[config.mk]
export PLATFORM = sky130hd
export DESIGN_NAME = rx_frame_parser_crc16_unit
export DESIGN_NICKNAME = d
export VERILOG_FILES = /design/src/design/rfp_pkg.sv /design/src/design/rx_frame_parser_crc16_unit.sv
export SDC_FILE = /design/constraint.sdc
export NUM_CORES = 1
export LEC_CHECK = 0
export BUFFER_PORTS_ARGS = -buffer_cell sky130_fd_sc_hd__clkbuf_2
export CAP_MARGIN = 5
export CELL_PAD_IN_SITES_DETAIL_PLACEMENT = 1
export CELL_PAD_IN_SITES_GLOBAL_PLACEMENT = 1
export CORE_MARGIN = 2
export CORE_UTILIZATION = 43
export DETAILED_ROUTE_END_ITERATION = 10
export PLACE_DENSITY = 0.91
export SYNTH_ARGS = -nofsm -noshare
export SYNTH_HDL_FRONTEND = slang
export SYNTH_SLANG_ARGS = --single-unit
[constraint.sdc]
create_clock -name clock -period 7.9 [get_ports clock]
set_input_delay 1.58 -clock clock [delete_from_list [all_inputs] [get_ports clock]]
set_output_delay 1.58 -clock clock [all_outputs]
set_load 0.05 [all_outputs]
[src/design/rfp_pkg.sv]
`timescale 1ns / 1ps
`default_nettype none

package rfp_pkg;

   typedef enum logic [3:0] {
      PH_SYNC0   = 4'd0,
      PH_SYNC1   = 4'd1,
      PH_LEN_LO  = 4'd2,
      PH_LEN_HI  = 4'd3,
      PH_CMD     = 4'd4,
      PH_SEQ     = 4'd5,
      PH_PAYLOAD = 4'd6,
      PH_CRC_LO  = 4'd7,
      PH_CRC_HI  = 4'd8
   } phase_type;

   localparam logic [1:0] KIND_PAYLOAD    = 2'd0;
   localparam logic [1:0] KIND_GOOD       = 2'd1;
   localparam logic [1:0] KIND_BAD_CRC    = 2'd2;
   localparam logic [1:0] KIND_BAD_LENGTH = 2'd3;

   localparam logic REG_SYNC_FIRST  = 1'b0;
   localparam logic REG_SYNC_SECOND = 1'b1;

   localparam logic [7:0]  SYNC_FIRST_RESET  = 8'hAA;
   localparam logic [7:0]  SYNC_SECOND_RESET = 8'h55;
   localparam logic [15:0] CRC_INIT          = 16'hFFFF;
   localparam logic [15:0] CRC_POLY          = 16'h1021;

   // CRC16-CCITT, MSB first, one byte.
   function automatic logic [15:0] crc_step(input logic [15:0] crc, input logic [7:0] data);
      logic [15:0] c;
      c = crc ^ {data, 8'h00};
      for (int k = 0; k < 8; k++) begin
         if (c[15]) begin
            c = {c[14:0], 1'b0} ^ CRC_POLY;
         end else begin
            c = {c[14:0], 1'b0};
         end
      end
      return c;
   endfunction

endpackage

`default_nettype wire

[src/design/rx_frame_parser_crc16_unit.sv]
`timescale 1ns / 1ps
`default_nettype none

// Channel   Direction  Handshake             Payload
// req_      in         req_valid/req_ready   rx_byte, line_error
// rsp_      out        rsp_valid/rsp_ready   kind, data_byte, byte_index, command,
//                                            sequence_res, frame_length
// csr_      in         APB, pready always 1  sync_first @0x0, sync_second @0x4
//
// One item per cycle sustained while rsp_ready stays high; a request passes the
// input register, the parse step and the result register on its way to rsp.
// A held result stalls only the input register; req_ready drops only when both
// the input register and the result register are full and rsp_ready is low.
// Reset is synchronous: parser back to hunting the first sync byte, sync
// registers to 0xAA/0x55, both pipeline registers empty.

module rx_frame_parser_crc16_unit #(
   parameter int MAX_PAYLOAD = 256
) (
   input  wire logic        clock,
   input  wire logic        reset,

   input  wire logic        req_valid,
   output logic             req_ready,
   input  wire logic [7:0]  req_rx_byte,
   input  wire logic        req_line_error,

   output logic             rsp_valid,
   input  wire logic        rsp_ready,
   output logic [1:0]       rsp_kind,
   output logic [7:0]       rsp_data_byte,
   output logic [7:0]       rsp_byte_index,
   output logic [7:0]       rsp_command,
   output logic [7:0]       rsp_sequence_res,
   output logic [15:0]      rsp_frame_length,

   input  wire logic        csr_psel,
   input  wire logic        csr_penable,
   input  wire logic        csr_pwrite,
   input  wire logic [2:0]  csr_paddr,
   input  wire logic [31:0] csr_pwdata,
   output logic [31:0]      csr_prdata,
   output logic             csr_pready
);

   localparam int PosW = $clog2(MAX_PAYLOAD + 1);

   logic             s1_valid_ff, s1_valid_in;
   logic [7:0]       s1_byte_ff;
   logic             s1_err_ff;

   rfp_pkg::phase_type phase_ff, phase_in;
   logic [15:0]      len_ff, len_in;
   logic [7:0]       cmd_ff, cmd_in;
   logic [7:0]       seq_ff, seq_in;
   logic [PosW-1:0]  pos_ff, pos_in;
   logic [15:0]      crc_ff, crc_in;
   logic [7:0]       crc_lo_ff, crc_lo_in;
   logic [7:0]       sync_first_ff, sync_second_ff;

   logic             rsp_valid_ff, rsp_valid_in;
   logic [1:0]       rsp_kind_ff, rsp_kind_in;
   logic [7:0]       rsp_data_ff, rsp_data_in;
   logic [7:0]       rsp_index_ff, rsp_index_in;
   logic [7:0]       rsp_cmd_ff, rsp_cmd_in;
   logic [7:0]       rsp_seq_ff, rsp_seq_in;
   logic [15:0]      rsp_len_ff, rsp_len_in;

   logic             advance, take, emit, csr_write;
   logic [15:0]      len_full;
   logic [15:0]      got_crc;
   logic [PosW-1:0]  pos_inc;

   assign advance     = !rsp_valid_ff || rsp_ready;
   assign take        = s1_valid_ff && advance;
   assign req_ready   = !s1_valid_ff || advance;
   assign s1_valid_in = (req_valid && req_ready) ? 1'b1 : (take ? 1'b0 : s1_valid_ff);

   assign len_full = {s1_byte_ff, len_ff[7:0]};
   assign got_crc  = {s1_byte_ff, crc_lo_ff};
   assign pos_inc  = pos_ff + 1'b1;

   always_comb begin
      phase_in     = phase_ff;
      len_in       = len_ff;
      cmd_in       = cmd_ff;
      seq_in       = seq_ff;
      pos_in       = pos_ff;
      crc_in       = crc_ff;
      crc_lo_in    = crc_lo_ff;
      emit         = 1'b0;
      rsp_kind_in  = rfp_pkg::KIND_PAYLOAD;
      rsp_data_in  = 8'h00;
      rsp_index_in = 8'h00;
      rsp_cmd_in   = cmd_ff;
      rsp_seq_in   = seq_ff;
      rsp_len_in   = len_ff;
      if (take) begin
         if (s1_err_ff) begin
            phase_in = rfp_pkg::PH_SYNC0;
         end else begin
            case (phase_ff)
               rfp_pkg::PH_SYNC0: begin
                  if (s1_byte_ff == sync_first_ff) phase_in = rfp_pkg::PH_SYNC1;
               end
               rfp_pkg::PH_SYNC1: begin
                  if (s1_byte_ff == sync_second_ff) begin
                     phase_in = rfp_pkg::PH_LEN_LO;
                  end else if (s1_byte_ff != sync_first_ff) begin
                     phase_in = rfp_pkg::PH_SYNC0;
                  end
               end
               rfp_pkg::PH_LEN_LO: begin
                  len_in   = {8'h00, s1_byte_ff};
                  phase_in = rfp_pkg::PH_LEN_HI;
               end
               rfp_pkg::PH_LEN_HI: begin
                  len_in = len_full;
                  if (len_full > 16'(MAX_PAYLOAD)) begin
                     emit        = 1'b1;
                     rsp_kind_in = rfp_pkg::KIND_BAD_LENGTH;
                     rsp_cmd_in  = 8'h00;
                     rsp_seq_in  = 8'h00;
                     rsp_len_in  = len_full;
                     phase_in    = rfp_pkg::PH_SYNC0;
                  end else begin
                     phase_in = rfp_pkg::PH_CMD;
                  end
               end
               rfp_pkg::PH_CMD: begin
                  cmd_in   = s1_byte_ff;
                  crc_in   = rfp_pkg::crc_step(rfp_pkg::CRC_INIT, s1_byte_ff);
                  phase_in = rfp_pkg::PH_SEQ;
               end
               rfp_pkg::PH_SEQ: begin
                  seq_in   = s1_byte_ff;
                  crc_in   = rfp_pkg::crc_step(crc_ff, s1_byte_ff);
                  pos_in   = '0;
                  phase_in = (len_ff != 16'h0000) ? rfp_pkg::PH_PAYLOAD : rfp_pkg::PH_CRC_LO;
               end
               rfp_pkg::PH_PAYLOAD: begin
                  emit         = 1'b1;
                  rsp_kind_in  = rfp_pkg::KIND_PAYLOAD;
                  rsp_data_in  = s1_byte_ff;
                  rsp_index_in = 8'(pos_ff);
                  crc_in       = rfp_pkg::crc_step(crc_ff, s1_byte_ff);
                  pos_in       = pos_inc;
                  if (16'(pos_inc) >= len_ff) phase_in = rfp_pkg::PH_CRC_LO;
               end
               rfp_pkg::PH_CRC_LO: begin
                  crc_lo_in = s1_byte_ff;
                  phase_in  = rfp_pkg::PH_CRC_HI;
               end
               rfp_pkg::PH_CRC_HI: begin
                  emit        = 1'b1;
                  rsp_kind_in = (got_crc == crc_ff) ? rfp_pkg::KIND_GOOD : rfp_pkg::KIND_BAD_CRC;
                  phase_in    = rfp_pkg::PH_SYNC0;
               end
               default: begin
                  phase_in = rfp_pkg::PH_SYNC0;
               end
            endcase
         end
      end
   end

   assign rsp_valid_in = advance ? (take && emit) : rsp_valid_ff;

   always_ff @(posedge clock) begin
      if (reset) begin
         s1_valid_ff  <= 1'b0;
         rsp_valid_ff <= 1'b0;
         phase_ff     <= rfp_pkg::PH_SYNC0;
         len_ff       <= 16'h0000;
         cmd_ff       <= 8'h00;
         seq_ff       <= 8'h00;
         pos_ff       <= '0;
         crc_ff       <= rfp_pkg::CRC_INIT;
         crc_lo_ff    <= 8'h00;
      end else begin
         s1_valid_ff  <= s1_valid_in;
         rsp_valid_ff <= rsp_valid_in;
         phase_ff     <= phase_in;
         len_ff       <= len_in;
         cmd_ff       <= cmd_in;
         seq_ff       <= seq_in;
         pos_ff       <= pos_in;
         crc_ff       <= crc_in;
         crc_lo_ff    <= crc_lo_in;
      end
   end

   always_ff @(posedge clock) begin
      if (req_valid && req_ready) begin
         s1_byte_ff <= req_rx_byte;
         s1_err_ff  <= req_line_error;
      end
      if (take && emit) begin
         rsp_kind_ff  <= rsp_kind_in;
         rsp_data_ff  <= rsp_data_in;
         rsp_index_ff <= rsp_index_in;
         rsp_cmd_ff   <= rsp_cmd_in;
         rsp_seq_ff   <= rsp_seq_in;
         rsp_len_ff   <= rsp_len_in;
      end
   end

   assign csr_write = csr_psel && csr_penable && csr_pwrite && csr_pready;

   always_ff @(posedge clock) begin
      if (reset) begin
         sync_first_ff  <= rfp_pkg::SYNC_FIRST_RESET;
         sync_second_ff <= rfp_pkg::SYNC_SECOND_RESET;
      end else if (csr_write) begin
         if (csr_paddr[2] == rfp_pkg::REG_SYNC_FIRST) begin
            sync_first_ff <= csr_pwdata[7:0];
         end else begin
            sync_second_ff <= csr_pwdata[7:0];
         end
      end
   end

   assign csr_pready = 1'b1;
   assign csr_prdata = (csr_paddr[2] == rfp_pkg::REG_SYNC_SECOND) ?
                       {24'h000000, sync_second_ff} : {24'h000000, sync_first_ff};

   assign rsp_valid        = rsp_valid_ff;
   assign rsp_kind         = rsp_kind_ff;
   assign rsp_data_byte    = rsp_data_ff;
   assign rsp_byte_index   = rsp_index_ff;
   assign rsp_command      = rsp_cmd_ff;
   assign rsp_sequence_res = rsp_seq_ff;
   assign rsp_frame_length = rsp_len_ff;

endmodule

`default_nettype wire

==> run_results.csv, run 1 <==
group,metric,value,unit
clock_tree,cts_setup_buffers,0,
clock_tree,cts_tree,"yes",
route,wl_per_cell,18.2,µm
timing,tightest_slew,1.21,ns
layout,drive_gt1_frac,0.184,
pwr,power-per-cell-area,215,nW/µm²
layout,final_cell_mix,"dfxtp_1, clkbuf_2, nor2_1",
clock_tree,cts_sinks,146,
placement,placed_cells,951,
timing,rsz0062_at_grt,"no",
route,drt_wl_total,17900,µm
pwr,vdd_drop_max,0.136,mV
synth,synth.area.mux_share,0.0432,
clock_tree,holdBufCountCts,0,
critical_path,start_kind,"input port",
critical_path,crit_family,"simple AND/OR/NAND/NOR gates",
synth,synth-compound-area-share,0.0976,
layout,finalNonFillerCells,983,
global_route,grt-ovfl-total,0,
timing,min_period,4.36,ns
critical_path,end_kind,"flip-flop",
worst_hold_path,min_path_type,"reg -> reg",
route,routed-via-count,5233,
global_route,grt_pass1_wl,28200,µm
floorplanning,core,15900,µm²
synth,synth_top_family_by_area,"simple AND/OR/NAND/NOR gates",
floorplanning,core.rowCount,46,
clock_tree,cts-resized-gates,0,
route,viasPerCell,5.32,
synth,synthCells,690,
clock_tree,h-tree-depth,4,
synth,syn_area,6990,µm²
floorplanning,fp.dieW,131,µm
floorplanning,fp.dieH,131,µm
synth,synth_edf_count,59,
critical_path,cp_data_required_time,7.96,ns
global_route,grtUsageTotal,0.207,
route,drt-initial-drc-count,355,
clock_tree,cts_root_buf,"clkbuf_16",
synth,ys.flop_type,"dfxtp_1",
synth,synth_simple_gate_area_share,0.175,
layout,final_common_cell,"dfxtp_1",
synth,synth_fa_ha_area_frac,0.0179,
global_route,antenna_found_initial,0,
critical_path,cp-startpoint,"rsp_ready",
run,cap_violations,0,
clock_tree,numCtsBuffers,17,
floorplanning,dieArea,17300,µm²
critical_path,crit_buf_inv,2,
timing,min_period_over_period,0.552,
status,status,"finished, final reports clean",
layout,area_delta_synth_final,15.2,%
timing,skew,0.0121,ns
pwr,power,1.73,mW
clock_tree,clk_latency,0.43,ns
synth,synth-xor-area-share,0.100,
critical_path,critical_path.max_stage_delay,0.76,ns
timing,tns,0,ns
clock_tree,cts.path.max_buffers,2,
timing,fmax,229,MHz
synth,yosys_register_bits,146,
synth,seq_area_frac_synth,0.503,
pwr,leakagePower,2.93,nW
synth,synth_area_per_cell,10.1,µm²
critical_path,r2r-start,"s1_err_ff",
timing,slew_violations,0,
layout,final_nets,815,
timing,report.final.hold_viol_count,0,
critical_path,path_max_fanout,43,
critical_path,slowest_stage,"nor4_4",
route,detail-route-antenna-nets,0,
critical_path,critical_path_class,"in -> reg",
route,dr.pass1.iters,4,
synth,ys_types,57,
critical_path,path_cells,"clkbuf_2 > nor2b_4 > or3b_1 > nor4_4 > nand2_2 > o31ai_4 > buf_4",
placement,dp_hpwl,11500,µm
layout,n_antenna_cell,0,
placement,gp_congestion,0.786,
timing,finalSetupViolations,0,
global_route,grt_max_degree,90,
worst_hold_path,worstHoldStart,"seq_ff[2]",
critical_path,worstPathArrival,4.42,ns
clock_tree,clk_pin_slew,0.06,ns
timing,maxSlewHeadroom,0.192,
floorplanning,initial_core_util,0.440,
route,drc_errors,0,
synth,ys_async_sr_fraction,0,
placement,port_buffers,84,
synth,yosys_warnings,0,
layout,fin_util,0.507,
global_route,grt_pass1_vias,5421,
floorplanning,io_pins,136,
[path summary, 6_finish.rpt]
check	slack (ns)	to	cells past startpoint
worst min-delay path	0.45	seq_ff[2]	2
worst max-delay path	3.54	rsp_byte_index[6]	7
worst max register to register	4.32	rsp_byte_index[6]	5
worst min register to register	0.45	seq_ff[2]	2
[Yosys cell counts, types with 2 or more instances]
cell type / count / area share
xor2_1: 42 / 0.053
nand2_1: 48 / 0.026
nand2b_1: 2 / 0.0018
edfxtp_1: 59 / 0.25
a22o_1: 7 / 0.0088
buf_4: 28 / 0.030
a22oi_1: 11 / 0.012
nor2_1: 81 / 0.044
and2_1: 35 / 0.031
nand3b_1: 9 / 0.0097
xnor2_1: 38 / 0.048
nor2b_1: 7 / 0.0063
dfxtp_1: 87 / 0.25
conb_1: 2 / 0.0011
mux2_2: 8 / 0.013
inv_1: 12 / 0.0064
nor3_1: 5 / 0.0036
or2_2: 2 / 0.0018
nand3_1: 22 / 0.016
nand4_1: 5 / 0.0045
a21oi_1: 31 / 0.022
buf_1: 2 / 0.0011
a211oi_1: 2 / 0.0021
buf_2: 11 / 0.0079
and3_1: 5 / 0.0045
o211ai_1: 2 / 0.0021
or3_1: 3 / 0.0027
o21ai_0: 9 / 0.0064
nor4_1: 9 / 0.0081
mux2i_1: 20 / 0.029
a211o_1: 20 / 0.025
clkbuf_1: 29 / 0.016
o21a_1: 4 / 0.0043
ha_1: 10 / 0.018
[cell type report]
cell class | count | area, µm²
fillers | 1805 | 7840
flip-flops and latches | 146 | 3510
multi-input cells | 484 | 3140
repair buffers | 93 | 488
clock buffers | 19 | 433
well taps | 216 | 270
clock inverters | 13 | 161
inverters | 12 | 45.0
[registers in the layout (all words and copies together) (netlist names)]
register / count
seq_ff: 8
rsp_frame_length: 16
rsp_command: 8
pos_ff: 9
s1_valid_ff: 1
s1_byte_ff: 8
rsp_data_byte: 8
crc_lo_ff: 8
rsp_byte_index: 8
s1_err_ff: 1
sync_second_ff: 8
cmd_ff: 8
rsp_kind: 2
sync_first_ff: 8
len_ff: 16
crc_ff: 16
phase_ff: 4
rsp_sequence_res: 8
rsp_valid: 1
[power by group]
| group | total [mW] | internal [mW] | switching [mW] |
|---|---|---|---|
| combinational | 0.126 | 0.0351 | 0.0907 |
| sequential | 0.795 | 0.786 | 0.00923 |
| clock | 0.813 | 0.496 | 0.318 |
[logic make-up (layout without fill, tap and decap cells)]
group           Yosys count  count (layout)
compound gates           97              97
xor+xnor                 80              80
fa+ha+maj                10              10
buf+inv                  83             137
flops                   146             146
mux                      29              29
other cells               2              25
simple gates            243             243
[per-layer routing]
metal	global-route usage	vias up	share of wire
met2	0.368	168	0.51
met5	0	-	0
met3	0.0509	38	0.048
met1	0.234	2569	0.41
met4	0.0942	0	0.024
li1	-	2458	-
[worst min-delay path: cells and delay by family, from the launching register on]
| family | cells | cell delay, ns |
|---|---|---|
| DFF | 1 | 0.30 |
| and+or+nand+nor | 1 | 0.05 |
| AOI/OAI and AO/OA | 1 | 0.05 |
[stage by stage]
step                hold WS, ns  setup WS [ns]  instance area [µm²]
finish                    0.454           3.54                 8050
CTS                       0.452           3.54                 8050
global route              0.483           3.27                 8050
global placement          0.439           3.24                 7450
detailed placement        0.443           3.15                 7450
floorplan                 0.432           1.44                 7070
No activity file was read; power rests on OpenSTA's default activity.
==> run 2, diff against run 1 <==
Clock period 7.9 ns to 4.1 ns, I/O delays scaled along.
==> run_results.csv, run 2 (synthesis results as in run 1) <==
group,metric,value,unit
timing,maxSlewHeadroom,0.319,
clock_tree,cts-resized-gates,0,
timing,fmax,327,MHz
pwr,power,3.43,mW
placement,dp_hpwl,11500,µm
pwr,vdd_drop_max,0.287,mV
critical_path,critical_path_class,"in -> reg",
route,detail-route-antenna-nets,0,
route,routed-via-count,5261,
floorplanning,initial_core_util,0.440,
run,cap_violations,0,
floorplanning,fp.dieW,131,µm
layout,final_common_cell,"dfxtp_1",
critical_path,worstPathArrival,3.15,ns
route,viasPerCell,5.31,
pwr,power-per-cell-area,421,nW/µm²
global_route,grt-ovfl-total,0,
timing,finalSetupViolations,0,
clock_tree,cts_sinks,146,
worst_hold_path,min_path_type,"reg -> reg",
clock_tree,numCtsBuffers,17,
floorplanning,core,15900,µm²
timing,rsz0062_at_grt,"no",
clock_tree,clk_pin_slew,0.06,ns
placement,port_buffers,84,
layout,fin_area,8130,µm²
layout,regArea,3510,µm²
timing,slew_violations,0,
critical_path,path_max_fanout,25,
timing,report.final.hold_viol_count,0,
route,drc_errors,0,
layout,area_delta_synth_final,16.4,%
route,dr.pass1.iters,4,
global_route,grt_pass1_wl,28900,µm
timing,min_period,3.05,ns
floorplanning,dieArea,17300,µm²
floorplanning,core.rowCount,46,
clock_tree,cts_setup_buffers,0,
global_route,grt_max_degree,40,
layout,fillCellCount,1800,
layout,final_cell_mix,"dfxtp_1, clkbuf_2, nor2_1",
placement,placed_area,7510,µm²
placement,dp_slack,0.611,ns
status,status,"finished, final reports clean",
pwr,leakagePower,2.99,nW
clock_tree,cts.path.max_buffers,2,
clock_tree,cts_tree,"yes",
timing,worst_slack,1.05,ns
placement,placed_cells,958,
layout,multi_input_area,3140,µm²
timing,min_period_over_period,0.745,
clock_tree,cts_root_buf,"clkbuf_16",
critical_path,cp_data_required_time,4.19,ns
layout,n_antenna_cell,0,
route,drt-initial-drc-count,327,
layout,finalNonFillerCells,990,
clock_tree,h-tree-depth,4,
timing,tns,0,ns
global_route,grt_pass1_vias,5510,
global_route,grtUsageTotal,0.211,
floorplanning,fp.dieH,131,µm
timing,skew,0.0109,ns
floorplanning,io_pins,136,
global_route,antenna_found_initial,0,
timing,tightest_slew,1.02,ns
clock_tree,holdBufCountCts,0,
route,drt_wl_total,18200,µm
layout,drive_gt1_frac,0.194,
timing,holdWs,0.451,ns
placement,gp_congestion,0.808,
clock_tree,clk_latency,0.42,ns
layout,fin_util,0.512,
layout,final_nets,822,
route,wl_per_cell,18.4,µm
critical_path,start_kind,"input port",
critical_path,end_kind,"flip-flop",
critical_path,r2r_slack,1.05,ns
[run 2: per-layer routing]
metal  vias up  global-route usage  wire length [µm]
met5         -                   0                 0
met4         0              0.0864               404
met3        34              0.0513               926
met2       166               0.374              9520
met1      2588               0.244              7360
li1       2473                   -                 -
[run 2: final timing paths]
path                                start           endpoint  cells after the start
worst min register to register  seq_ff[3]          seq_ff[3]                      2
worst max register to register  s1_err_ff  rsp_byte_index[5]                      6
worst max-delay path            rsp_ready  rsp_byte_index[5]                      8
worst min-delay path            seq_ff[3]          seq_ff[3]                      2
[run 2: layout make-up]
type | instances | share of cell area
clock buffers | 19 | 0.0545
well taps | 216 | 0.0332
inverters | 12 | 0.00554
repair buffers | 100 | 0.0665
flip-flops and latches | 146 | 0.432
clock inverters | 13 | 0.0225
multi-input cells | 484 | 0.386
[run 2: power breakdown]
group / leakage, nW / internal (mW) / total, mW / switching (mW)
Combinational: 1.47 / 0.0691 / 0.249 / 0.180
Clock: 0.307 / 1.04 / 1.65 / 0.615
Sequential: 1.21 / 1.51 / 1.53 / 0.0126
[run 2: critical path, stage by stage]
cell and delay (ns):
clkbuf_2 0.10, nor2b_4 0.05, or3b_1 0.56, nor4_4 0.26
buf_4 0.24, nand2_2 0.29, o31ai_4 0.36, buf_4 0.43
==> run 3, diff against run 2 <==
Settings changed: ABC_AREA set to 1, CORE_UTILIZATION 43 to 41.
Clock period 4.1 ns to 2.9 ns, I/O delays scaled along.
==> run_results.csv, run 3 <==
group,metric,value,unit
status,status,"finished, final reports clean",
route,wl_per_cell,17.7,µm
synth,ys_async_sr_fraction,0,
synth,yosys_register_bits,146,
worst_hold_path,min_path_type,"in -> reg",
critical_path,end_kind,"flip-flop",
timing,tns,0,ns
placement,placed_cells,1108,
synth,yosysTopAreaCellShare,0.254,
route,viasPerCell,5.21,
synth,synth_edf_count,59,
timing,min_period,2.66,ns
layout,final_nets,970,
critical_path,cp_data_required_time,3.22,ns
critical_path,worstPathArrival,2.98,ns
clock_tree,clk_latency,0.43,ns
timing,slew_violations,0,
synth,synth.area.top_cells,"edfxtp_1, dfxtp_1, nand2_1, a21oi_1, o21ai_0",
floorplanning,core.rowCount,47,
route,drt_wl_total,20300,µm
floorplanning,initial_core_util,0.420,
pwr,power-per-cell-area,627,nW/µm²
pwr,intPower,3.82,mW
layout,drive_gt1_frac,0.179,
pwr,switching_share,0.254,
timing,skew,0.0111,ns
synth,yosys.area.top_type,"edfxtp_1",
layout,final_common_cell,"nand2_1",
timing,finalSetupViolations,0,
global_route,grt_pass1_vias,6063,
synth,synthCells,826,
synth,synth.most_common_cell,"nand2_1",
route,dr.pass1.iters,6,
clock_tree,cts_root_buf,"clkbuf_16",
global_route,grt-ovfl-total,0,
synth,synth_area_per_cell,8.45,µm²
clock_tree,cts_sinks,146,
layout,final_cell_mix,"nand2_1, a21oi_1, dfxtp_1",
global_route,grt_pass1_wl,31900,µm
layout,finalNonFillerCells,1142,
pwr,switching_power,1.30,mW
clock_tree,cts.path.max_buffers,2,
pwr,seqPwrFrac,0.433,
clock_tree,clk_pin_slew,0.06,ns
timing,report.final.hold_viol_count,0,
placement,port_buffers,84,
layout,n_antenna_cell,0,
floorplanning,io_pins,136,
critical_path,start_kind,"flip-flop",
synth,yosys_warnings,0,
synth,syn_area,6980,µm²
floorplanning,core,16600,µm²
floorplanning,dieArea,18100,µm²
placement,gp_congestion,0.896,
layout,area_delta_synth_final,16.9,%
timing,maxSlewHeadroom,0.598,
critical_path,path_max_fanout,8,
timing,fmax,376,MHz
pwr,combinationalPowerShare,0.096,
timing,tightest_slew,0.603,ns
critical_path,critical_path_class,"reg -> reg",
pwr,vdd_drop_max,0.442,mV
clock_tree,cts_tree,"yes",
global_route,grt_max_degree,51,
floorplanning,fp.dieW,135,µm
route,drt-initial-drc-count,496,
timing,min_period_over_period,0.918,
route,routed-via-count,5948,
clock_tree,h-tree-depth,4,
synth,ys.flop_type,"dfxtp_1",
layout,fin_util,0.491,
route,detail-route-antenna-nets,0,
synth,seq_area_frac_synth,0.503,
pwr,leakagePower,3.56,nW
placement,dp_hpwl,13600,µm
synth,synth_common_cells,"nand2_1, a21oi_1, dfxtp_1",
floorplanning,fp.dieH,135,µm
run,cap_violations,0,
timing,holdWs,0.329,ns
synth,ys_types,34,
pwr,clockPowerShare,0.471,
timing,rsz0062_at_grt,"no",
global_route,antenna_found_initial,0,
global_route,grtUsageTotal,0.229,
clock_tree,numCtsBuffers,17,
route,drc_errors,0,
run 3: cell count changes after synthesis, sizes merged, moves of 14 or more:
| cell | delta |
|---|---|
| nand2 | +142 |
| nor2 | -14 |
| xnor2 | -15 |
| a211o | -20 |
| clkbuf | -18 |
| o21ai | +62 |
| a21oi | +59 |
| mux2i | -20 |
| and2 | -35 |
| inv | +84 |
| xor2 | -24 |
run 3: logic make-up after synthesis:
| logic type | share of synthesized area |
|---|---|
| and+or+nand+nor | 0.185 |
| AOI/OAI and AO/OA | 0.129 |
| buffers and inverters | 0.108 |
| DFF | 0.503 |
| xor gates and xnor gates | 0.0557 |
| adders and majority gates | 0.0179 |
| other | 0.00108 |
run 3: power groups by stage:
stage               sequential (mW)  clock, mW  combinational (mW)
detailed placement             2.26          0               0.480
floorplan                      2.25          0               0.391
global route                   2.22       2.52               0.534
global placement               2.26          0               0.466
finish                         2.22       2.41               0.491
CTS                            2.22       2.44               0.490
run 3: final timing paths:
| path | startpoint | end | slack, ns | cells after the start |
|---|---|---|---|---|
| max | pos_ff[2] | phase_ff[1] | 0.24 | 19 |
| min | req_rx_byte[5] | s1_byte_ff[5] | 0.33 | 1 |
| max reg2reg | pos_ff[2] | phase_ff[1] | 0.24 | 19 |
| min reg2reg | len_ff[6] | rsp_frame_length[6] | 0.44 | 0 |
run 3: cell type report:
class                   count  area [µm²]
repair buffers             98         538
clock buffers              20         437
clock inverters            12         205
fillers                  2007        8480
multi-input cells         550        2830
well taps                 220         275
flip-flops and latches    146        3510
inverters                  96         365
run 3: timing repair:
item | CTS | global route
endpoints found under the setup margin | 0 | 4
setup buffers | 0 | 2
gates resized for setup | 0 | 5
hold buffers | 0 | 0
run 3: stage by stage:
stage	total power, mW	setup slack, ns	area, µm²
5_1_grt	5.28	0.00162	8160
2_1_floorplan	2.64	0.271	7070
3_5_place_dp	2.74	0.238	7480
6_report	5.12	0.237	8160
4_1_cts	5.14	0.141	8120
3_3_place_gp	2.73	0.421	7480
run 3: metal layers:
layer | routed length [µm] | track usage | up-vias | part of all wire
met5 | 0 | 0 | - | 0
met4 | 413 | 0.0754 | 0 | 0.020
met3 | 1060 | 0.0469 | 39 | 0.052
met2 | 10500 | 0.409 | 203 | 0.52
met1 | 8330 | 0.277 | 2908 | 0.41
li1 | - | - | 2798 | -
run 3: worst max-delay path, cell delays in order, from the launching register on:
cell and delay [ns]:
dfxtp_1 0.39, inv_1 0.11, nor3_4 0.23, nand3_2 0.14
nor3_4 0.24, xor2_2 0.11, ha_1 0.31, nand2_1 0.06
inv_1 0.07, nand2_1 0.08, nor2_1 0.11, nor2_1 0.05
nand2_1 0.06, nand2_1 0.05, nand2_1 0.08, nand2_1 0.07
nand2_2 0.14, nand3_1 0.11, nand2_1 0.09, nor2_1 0.04
